--- config.mk ---
export PLATFORM = sky130hd
export DESIGN_NAME = krt_key_cmp
export DESIGN_NICKNAME = d
export VERILOG_FILES = /design/src/rtl/krt_pkg.sv /design/src/rtl/krt_key_cmp.sv
export SDC_FILE = /design/constraint.sdc
export NUM_CORES = 1
export LEC_CHECK = 0
export BUFFER_PORTS_ARGS = -buffer_cell sky130_fd_sc_hd__buf_2
export CAP_MARGIN = 10
export CELL_PAD_IN_SITES_DETAIL_PLACEMENT = 1
export CELL_PAD_IN_SITES_GLOBAL_PLACEMENT = 1
export CORE_MARGIN = 5
export CORE_UTILIZATION = 26
export DETAILED_ROUTE_END_ITERATION = 10
export MAX_ROUTING_LAYER = met4
export PLACE_DENSITY_LB_ADDON = 0.08
export SKIP_LAST_GASP = 1
export SLEW_MARGIN = 20
export SYNTH_ARGS = -nofsm -noshare
export SYNTH_HDL_FRONTEND = slang
export SYNTH_SLANG_ARGS = --single-unit
--- constraint.sdc ---
create_clock -name vclk -period 3
set_clock_uncertainty 0.15 [all_clocks]
set_input_delay 0.45 -clock vclk [all_inputs]
set_output_delay 0.45 -clock vclk [all_outputs]
set_load 0.03 [all_outputs]
--- src/rtl/krt_pkg.sv ---
// shared types and constants of the keyed registration table
// no dependencies
package krt_pkg;

    localparam int TABLE_DEPTH_DEF = 32;
    localparam int BATCH_DEPTH_DEF = 32;

    localparam int KEY_W   = 32;
    localparam int ATTR_W  = 64;
    localparam int COUNT_W = 6;

    // flag bit positions inside the 32-bit flags word
    localparam int FLAG_REMOVE_BIT = 0;
    localparam int FLAG_SINK_BIT   = 8;
    localparam int FLAG_NOTIFY_BIT = 13;

    typedef logic [1:0] t_code;

    localparam t_code KIND_STATUS = 2'd0;
    localparam t_code KIND_ENTRY  = 2'd1;
    localparam t_code KIND_NOTICE = 2'd2;

    localparam t_code ST_OK          = 2'd0;
    localparam t_code ST_INVALID_PAR = 2'd1;
    localparam t_code ST_NO_MEMORY   = 2'd2;
    localparam t_code ST_SHORT_BUF   = 2'd3;

    // result of the shared key compare unit
    typedef struct packed {
        logic eq;
        logic lt;
    } t_cmp;

endpackage

--- src/rtl/krt_key_cmp.sv ---
// shared key compare unit: equality and unsigned less-than of two keys
// depends on krt_pkg
module krt_key_cmp (
    input  logic [krt_pkg::KEY_W-1:0] i_a,
    input  logic [krt_pkg::KEY_W-1:0] i_b,
    output krt_pkg::t_cmp             o_res
);
    import krt_pkg::*;

    always_comb begin
        o_res.eq = (i_a == i_b);
        o_res.lt = (i_a < i_b);
    end

endmodule

After elaboration in Yosys (flattened, before gate mapping)
Cells that the tools add are included.
Word-level totals
  register bits: 0
  output and inout port bits: 2
Operators by class
  $lt $le $gt $ge: 1
  eq/ne operators: 1
Operators by type and width (number)
  equality test 32 bit: 1
  < comparator 32 bit: 1

Depth between registers and ports, before layout
Gate-level depths: netlist (run 1).
  depth after elaboration: 1
  mapped depth: 7
  gate-level depth less buffers: 7

Least setup slack after synthesis (run 1)
No wires, ideal clock.
  kind: input to output
  start: input i_b[13] (netlist name)
  end: output o_res[0] (netlist name)
  data arrival time: 2467 ps
  required time: 2400 ps
  setup slack: -67 ps
  cell stages on the path: 7
  cells stage by stage: inv_1 -> ha_1 -> a21oi_1 -> nor2_1 -> a211o_1 -> or4b_1 -> a2111oi_2
RTL lines
  start: declaration: RTL line krt_key_cmp.sv:5  | input logic [krt_pkg::KEY_W-1:0] i_b,
  end: declaration: RTL line krt_key_cmp.sv:6  | output krt_pkg::t_cmp o_res

==> impl_metrics.csv, run 1 <==
group,metric,value,unit
final_layout,num-clock-buffers,0,
final_layout,finalNonFillerCells,226,
sta,fmax,0.351,GHz
sta,maxSlewViolCount,0,
grt,grt_use_met3,0.513,%
grt,top_usage_layer,"met2",
sta,slew_headroom,76.3,%
final_layout,area_growth,52.9,%
drt,routed-via-count,1016,
critical_path,arrival,2250,ps
drt,routed_wl,2410,um
die,coreArea,0.00303,mm2
die,die_w,65.8,um
critical_path,cp.depth,9,
grt,met2_usage,25.3,%
logic_synthesis,synth_cell_type_count,22,
logic_synthesis,syn_area,808,um2
grt,antenna_found_initial,0,
drt,wl_per_cell,10.7,um
die,start_util,26.7,%
drt,ant_nets,0,
clock_tree,cts_setup_buffers,0,
logic_synthesis,synth_fp_nets,211,
flow_run,maxCapViolCount,0,
placement,pre_cts_slack,-44.8,ps
placement,hpwlAfterDp,2380,um
die,dieArea,0.00432,mm2
logic_synthesis,synth_warnings,0,
logic_synthesis,synth_compound_area_share,17.0,%
logic_synthesis,yosys.area.top_type,"ha_1",
placement,gp_congestion,0.714,
logic_synthesis,synth-simple-area-share,18.6,%
die,row_count,20,
placement,portBuffers,66,
sta,fin_crit,2850,ps
logic_synthesis,synth.area.mux_share,0,%
power_and_ir_drop,total_power,0.000145,W
final_layout,seq_area,0,um2
logic_synthesis,syn_inst,115,
power_and_ir_drop,switching_share,45.9,%
final_layout,seq_cells,0,
power_and_ir_drop,power_density,118,mW/mm2
worst_hold_path,min_to,"o_res[0]",
sta,finalCritPeriodShare,95.0,%
power_and_ir_drop,seqPwrFrac,0,%
power_and_ir_drop,p_sw,0.0000667,W
sta,tightest_slew,351,ps
sta,finalSetupViolCount,0,
grt,grt_usage,11.7,%
run_status,status,"finished clean",
worst_hold_path,whs_path_depth,4,
sta,layout_setup_ws,150,ps
logic_synthesis,synth_area_leaders,"ha_1, inv_1, a21oi_1",
sta,grt_setup_unrepaired,"false",
power_and_ir_drop,comb_power_share,100.0,%
worst_hold_path,worstHoldStart,"i_a[31]",
critical_path,critPathSlowestCell,"or4b_4",
critical_path,required,2400,ps
grt,grt_pass1_vias,1137,
logic_synthesis,yosys-top-cells-count,"ha_1, inv_1, a21oi_1, nand2_1, nor2_1",
final_layout,post-route-util,40.8,%
critical_path,start_kind,"input port",
final_layout,final_layout_size_suffix_gt1_share,39.6,%
final_layout,final_net_count,280,
drt,drc_errors,0,
critical_path,worstSetupPathType,"in -> out",
critical_path,max_stage_delay,530,ps
die,io_pins,66,
drt,drtPass1Iterations,2,
drt,post_drt_via_cell_ratio,4.50,
final_layout,diodes,0,
grt,grt_start_max_net_pins,4,
logic_synthesis,syn-mean-instance-area,7.03,um2
logic_synthesis,yosys.area_share.xor_xnor,0,%
power_and_ir_drop,internal_power,0.0000787,W
critical_path,cp_max_fo,2,
critical_path,crit_chain,"buf_2 -> inv_1 -> ha_4 -> a21oi_2 -> nor2_1 -> a211o_1 -> or4b_4 -> a2111oi_4 -> buf_4",
power_and_ir_drop,p_leak,0.779,nW
logic_synthesis,synth_top_family_by_area,"adder cells",
critical_path,crit_path_end_kind,"primary output",
logic_synthesis,synthAdderAreaFrac,49.5,%
critical_path,critical-path-top-delay-family,"compound AO/OA/AOI/OAI gates",
logic_synthesis,yosysSeqAreaShare,0,%
power_and_ir_drop,p_clk_share,0,%
die,die_h,65.8,um
worst_hold_path,min_path_type,"in -> out",
drt,drt-initial-drc-count,10,
critical_path,path_buf_inv,3,
clock_tree,ctsHoldBuffers,0,
sta,fin_tns_setup,0,ps
grt,globalRouteOverflowTotal,0,
grt,met1_usage,11.8,%
sta,finalHoldViolCount,0,
grt,grt_pass1_wl,4130,um
logic_synthesis,synth_top_area_share,49.5,%
power_and_ir_drop,peakVddDrop,0.0337,mV
placement,place_inst,226,
## kinds of logic (layout without fill, tap and decap cells)
family / Yosys count / count (layout)
adders and majority gates: 32 / 32
and+or+nand+nor: 29 / 29
buffers and inverters: 32 / 99
AOI/OAI and AO/OA: 22 / 22
## final cells by class
cell class | count | area, um2
fillers | 410 | 1790
multi-input cells | 83 | 721
repair buffers | 67 | 340
inverters | 32 | 120
well taps | 44 | 55.1
## worst min-delay path: cells and delay by family
family | cells | cell delay [ps]
AOI/OAI and AO/OA | 1 | 40
adders and majority gates | 1 | 180
buffers and inverters | 2 | 240
## metal layers
| metal | wire length (um) | vias to the layer above |
|---|---|---|
| li1 | - | 527 |
| met1 | 856 | 458 |
| met2 | 1370 | 31 |
| met3 | 180 | 0 |
| met4 | 0 | 0 |
| met5 | 0 | - |
## placed cells by master (no fill, tap or decap)
master / instances
buf_4: 2
nor2b_1: 2
nor4_1: 1
o21ai_0: 3
o211ai_1: 1
nand2_1: 9
a2111oi_4: 1
nor2_1: 6
a211oi_1: 1
nand2_2: 1
a21o_1: 1
inv_1: 32
or3_1: 1
a21oi_2: 1
nand4_1: 4
or4b_4: 1
buf_2: 65
ha_1: 31
a221oi_1: 1
nand3_1: 2
a21oi_1: 10
and4_1: 2
o21ai_1: 1
ha_4: 1
a21boi_1: 1
a211o_1: 1
## how the worst max path moves through the flow
stage                 start        to  slack, ps
floorplan           i_b[13]  o_res[0]        120
global placement    i_a[13]  o_res[0]        -10
detailed placement  i_a[13]  o_res[0]        -40
CTS                 i_a[13]  o_res[0]         20
global route        i_b[13]  o_res[0]         40
finish              i_b[13]  o_res[0]        150
## metrics by stage
stage | area [um2] | hold slack (ps)
2_1_floorplan | 821 | 991
3_3_place_gp | 1210 | 1230
3_5_place_dp | 1210 | 1230
4_1_cts | 1220 | 1230
5_1_grt | 1240 | 1260
6_report | 1240 | 1220
## power by group through the flow
stage | Clock, W | Combinational (W) | Sequential, W
final | 0 | 0.000145 | 0
after global routing | 0 | 0.000172 | 0
after CTS | 0 | 0.000147 | 0
after detailed placement | 0 | 0.000143 | 0
after global placement | 0 | 0.000135 | 0
after floorplan | 0 | 0.0000785 | 0
## repair_timing
item                       in CTS  in global routing
pin swaps                       0                  1
gates resized for setup         2                  2
setup endpoints to repair       1                  1
No activity file was read; power rests on OpenSTA's default activity.
==> run 2: changes to the inputs <==
Settings changed: PLACE_DENSITY set to 0.85, PLACE_DENSITY_LB_ADDON 0.08 to not set.
==> impl_metrics.csv, run 2 (same netlist as run 1, synthesis figures left out) <==
group,metric,value,unit
final_layout,diodes,0,
placement,gp_congestion,0.750,
die,dieArea,0.00432,mm2
sta,tightest_slew,348,ps
critical_path,worstSetupPathType,"in -> out",
grt,globalRouteOverflowTotal,0,
final_layout,num-clock-buffers,0,
clock_tree,cts_setup_buffers,0,
final_layout,fill_cells,421,
sta,fmax,0.341,GHz
power_and_ir_drop,total_power,0.000143,W
power_and_ir_drop,p_clk_share,0,%
final_layout,area_growth,50.0,%
power_and_ir_drop,p_sw,0.0000666,W
die,die_w,65.8,um
final_layout,finalNonFillerCells,225,
die,die_h,65.8,um
grt,grt_pass1_vias,1001,
sta,slew_headroom,76.5,%
critical_path,start_kind,"input port",
sta,finalCritPeriodShare,97.8,%
sta,layout_setup_ws,64.7,ps
final_layout,final_cell_mix,"buf_2, inv_1, ha_1",
placement,pre_cts_slack,-26.7,ps
critical_path,crit_path_end_kind,"primary output",
critical_path,max_stage_delay,530,ps
critical_path,critical-path-top-delay-family,"compound AO/OA/AOI/OAI gates",
sta,fin_tns_setup,0,ps
power_and_ir_drop,seqPwrFrac,0,%
drt,routed_wl,2460,um
drt,wl_per_cell,10.9,um
die,io_pins,66,
power_and_ir_drop,comb_power_share,100.0,%
critical_path,critPathSlowestCell,"or4b_4",
sta,finalHoldViolCount,0,
final_layout,final_layout_size_suffix_gt1_share,38.1,%
critical_path,path_buf_inv,3,
final_layout,post-route-util,40.0,%
die,start_util,26.7,%
grt,antenna_found_initial,0,
sta,grt_setup_unrepaired,"false",
drt,drtPass1Iterations,2,
placement,place_inst,225,
sta,fin_crit,2940,ps
drt,routed-via-count,1009,
critical_path,required,2400,ps
power_and_ir_drop,switching_share,46.7,%
final_layout,seq_area,0,um2
drt,ant_nets,0,
clock_tree,ctsHoldBuffers,0,
run_status,status,"finished clean",
final_layout,seq_cells,0,
power_and_ir_drop,power_density,118,mW/mm2
grt,grt_usage,11.1,%
grt,grt_start_max_net_pins,4,
flow_run,maxCapViolCount,0,
final_layout,final_net_count,279,
placement,portBuffers,66,
die,coreArea,0.00303,mm2
grt,grt_pass1_wl,3920,um
drt,drc_errors,0,
final_layout,final_common_cell,"buf_2",
sta,maxSlewViolCount,0,
sta,finalSetupViolCount,0,
critical_path,crit_chain,"buf_2 -> inv_1 -> ha_1 -> a21oi_1 -> nor2_1 -> a211o_1 -> or4b_4 -> a2111oi_4 -> buf_4",
power_and_ir_drop,peakVddDrop,0.0442,mV
power_and_ir_drop,internal_power,0.0000761,W
drt,post_drt_via_cell_ratio,4.48,
die,row_count,20,
worst_hold_path,min_path_type,"in -> out",
placement,hpwlAfterDp,2420,um
critical_path,arrival,2340,ps
critical_path,cp_max_fo,2,
power_and_ir_drop,p_leak,0.774,nW
drt,drt-initial-drc-count,10,
## run 2: repair_timing
| action | 4_1_cts | 5_1_grt |
|---|---|---|
| resized for setup | 2 | 0 |
| pin swaps | 0 | 1 |
| setup endpoints to repair | 1 | 1 |
## run 2: path summary, 6_finish.rpt
| check | from | slack (ps) | depth (start not counted) | to |
|---|---|---|---|---|
| setup / recovery | i_b[13] | 60 | 9 | o_res[0] |
| hold / removal | i_a[31] | 1220 | 4 | o_res[0] |
## run 2: stage by stage
stage                     area [um2]  hold WS [ps]
after floorplan                  821           991
after detailed placement        1210          1230
after CTS                       1210          1220
after global placement          1210          1230
final                           1210          1220
after global routing            1210          1240
## run 2: layout make-up
type | instances | area [um2] | area share (%)
inverters | 32 | 120 | 9.91
multi-input cells | 83 | 704 | 58.1
well taps | 44 | 55.1 | 4.54
repair buffers | 66 | 333 | 27.5
## run 2: layer usage
metal	wire length (um)	part of all wire (%)	track usage (%)
met1	965	39	11.9
met2	1250	51	22.8
met3	243	9.9	1.37
met4	0	0	0
met5	0	0	-
## run 2: power by group through the flow
| stage | logic (W) | registers (W) | clock network [W] |
|---|---|---|---|
| global route | 0.000168 | 0 | 0 |
| detailed placement | 0.000143 | 0 | 0 |
| CTS | 0.000146 | 0 | 0 |
| finish | 0.000143 | 0 | 0 |
| global placement | 0.000136 | 0 | 0 |
| floorplan | 0.0000785 | 0 | 0 |
## run 2: worst min-delay path: stages
cell       delay (ps)
buf_2              80
ha_1              190
a2111oi_4          40
buf_4             160
==> run 3: changes to the inputs <==
Settings changed: REMOVE_ABC_BUFFERS set to 1.
==> impl_metrics.csv, run 3 (same netlist as run 1, synthesis figures left out) <==
group,metric,value,unit
power_and_ir_drop,seqPwrFrac,0,%
die,io_pins,66,
sta,finalSetupViolCount,0,
worst_hold_path,worstHoldStart,"i_a[31]",
die,die_h,65.8,um
final_layout,area_growth,55.6,%
clock_tree,ctsHoldBuffers,0,
worst_hold_path,min_to,"o_res[0]",
placement,hpwlAfterDp,2370,um
final_layout,final_layout_size_suffix_gt1_share,40.9,%
run_status,status,"finished clean",
sta,maxSlewViolCount,0,
drt,ant_nets,0,
drt,drt-initial-drc-count,7,
power_and_ir_drop,switching_share,46.1,%
critical_path,crit_path_end_kind,"primary output",
drt,routed_wl,2450,um
die,dieArea,0.00432,mm2
sta,fmax,0.345,GHz
drt,drtPass1Iterations,3,
sta,finalCritPeriodShare,96.7,%
grt,grt_pass1_vias,993,
drt,wl_per_cell,10.9,um
placement,portBuffers,66,
flow_run,maxCapViolCount,0,
sta,slew_headroom,78.1,%
sta,layout_setup_ws,97.5,ps
critical_path,arrival,2300,ps
sta,finalHoldViolCount,0,
power_and_ir_drop,power_density,120,mW/mm2
final_layout,final_cell_mix,"buf_2, inv_1, ha_1",
grt,grt_start_max_net_pins,4,
final_layout,seq_area,0,um2
sta,tightest_slew,325,ps
final_layout,num-clock-buffers,0,
die,coreArea,0.00303,mm2
placement,pre_cts_slack,-74.9,ps
critical_path,cp_max_fo,2,
worst_hold_path,min_path_type,"in -> out",
final_layout,diodes,0,
die,die_w,65.8,um
power_and_ir_drop,peakVddDrop,0.0449,mV
die,row_count,20,
power_and_ir_drop,internal_power,0.0000811,W
final_layout,seq_cells,0,
critical_path,required,2400,ps
final_layout,fill_cells,427,
die,start_util,26.7,%
power_and_ir_drop,total_power,0.000150,W
sta,fin_crit,2900,ps
final_layout,multi_input_area,746,um2
drt,post_drt_via_cell_ratio,4.43,
grt,antenna_found_initial,0,
drt,routed-via-count,997,
critical_path,worstSetupPathType,"in -> out",
drt,drc_errors,0,
final_layout,final_net_count,279,
power_and_ir_drop,comb_power_share,100.0,%
placement,gp_congestion,0.722,
grt,globalRouteOverflowTotal,0,
power_and_ir_drop,p_leak,0.775,nW
worst_hold_path,whs_path_depth,4,
critical_path,start_kind,"input port",
sta,fin_hold_ws,1200,ps
power_and_ir_drop,p_clk_share,0,%
sta,grt_setup_unrepaired,"false",
final_layout,final_common_cell,"buf_2",
power_and_ir_drop,p_sw,0.0000693,W
sta,fin_tns_setup,0,ps
grt,grt_pass1_wl,3840,um
grt,grt_usage,10.6,%
-- run 3: cell types whose count changed in the layout (fill, tap and decap cells not counted) --
cell / delta
inv_1: -1
a21oi_2: +1
inv_2: +1
buf_4: -1
a21oi_1: -1
buf_6: +1
ha_4: +3
ha_1: -3
-- run 3: worst max path at each step --
stage | slack, ps | start | endpoint | cells after the start
CTS | 8 | i_a[13] | o_res[0] | 8
finish | 100 | i_b[13] | o_res[0] | 9
global route | 20 | i_b[1] | o_res[0] | 9
global placement | 8 | i_a[13] | o_res[0] | 8
detailed placement | -70 | i_a[13] | o_res[0] | 8
floorplan | -70 | i_b[13] | o_res[0] | 7
-- run 3: final cells by class --
| cell class | count | area share, % |
|---|---|---|
| Multi-Input combinational cell | 83 | 59.3 |
| Inverter | 32 | 9.55 |
| Tap cell | 44 | 4.38 |
| Timing Repair Buffer | 66 | 26.8 |
-- run 3: critical path, stage by stage --
cell and delay (ps):
buf_2 100, inv_2 60, ha_4 190, a21oi_2 130
nor2_1 60, a211o_1 220, or4b_4 530, a2111oi_4 380
buf_6 180
-- run 3: layer usage --
layer | global-route usage (%) | vias up | part of all wire, %
met2 | 20.2 | 45 | 47
li1 | - | 526 | -
met3 | 1.20 | 0 | 11
met5 | - | - | 0
met4 | 0 | 0 | 0
met1 | 12.6 | 426 | 42
-- run 3: per-stage QoR --
| step | std cells | utilization, % | cell area, um2 |
|---|---|---|---|
| 2_1_floorplan | 115 | - | 808 |
| 3_3_place_gp | 225 | 39.4 | 1190 |
| 3_5_place_dp | 225 | 39.4 | 1190 |
| 4_1_cts | 225 | 39.9 | 1210 |
| 5_1_grt | 225 | 41.5 | 1260 |
| 6_report | 225 | 41.5 | 1260 |
-- run 3: what timing repair did --
| item | CTS | global route |
|---|---|---|
| pin swaps | 1 | 3 |
| buffers inserted | 0 | 0 |
| cloned | 0 | 0 |
| resized for setup | 2 | 7 |
| setup endpoints to repair | 1 | 1 |
-- run 3: power groups by stage --
| stage | Clock (W) | Combinational [W] | Sequential, W |
|---|---|---|---|
| after floorplan | 0 | 0.0000759 | 0 |
| after global placement | 0 | 0.000135 | 0 |
| after detailed placement | 0 | 0.000140 | 0 |
| after CTS | 0 | 0.000145 | 0 |
| after global routing | 0 | 0.000175 | 0 |
| final | 0 | 0.000150 | 0 |
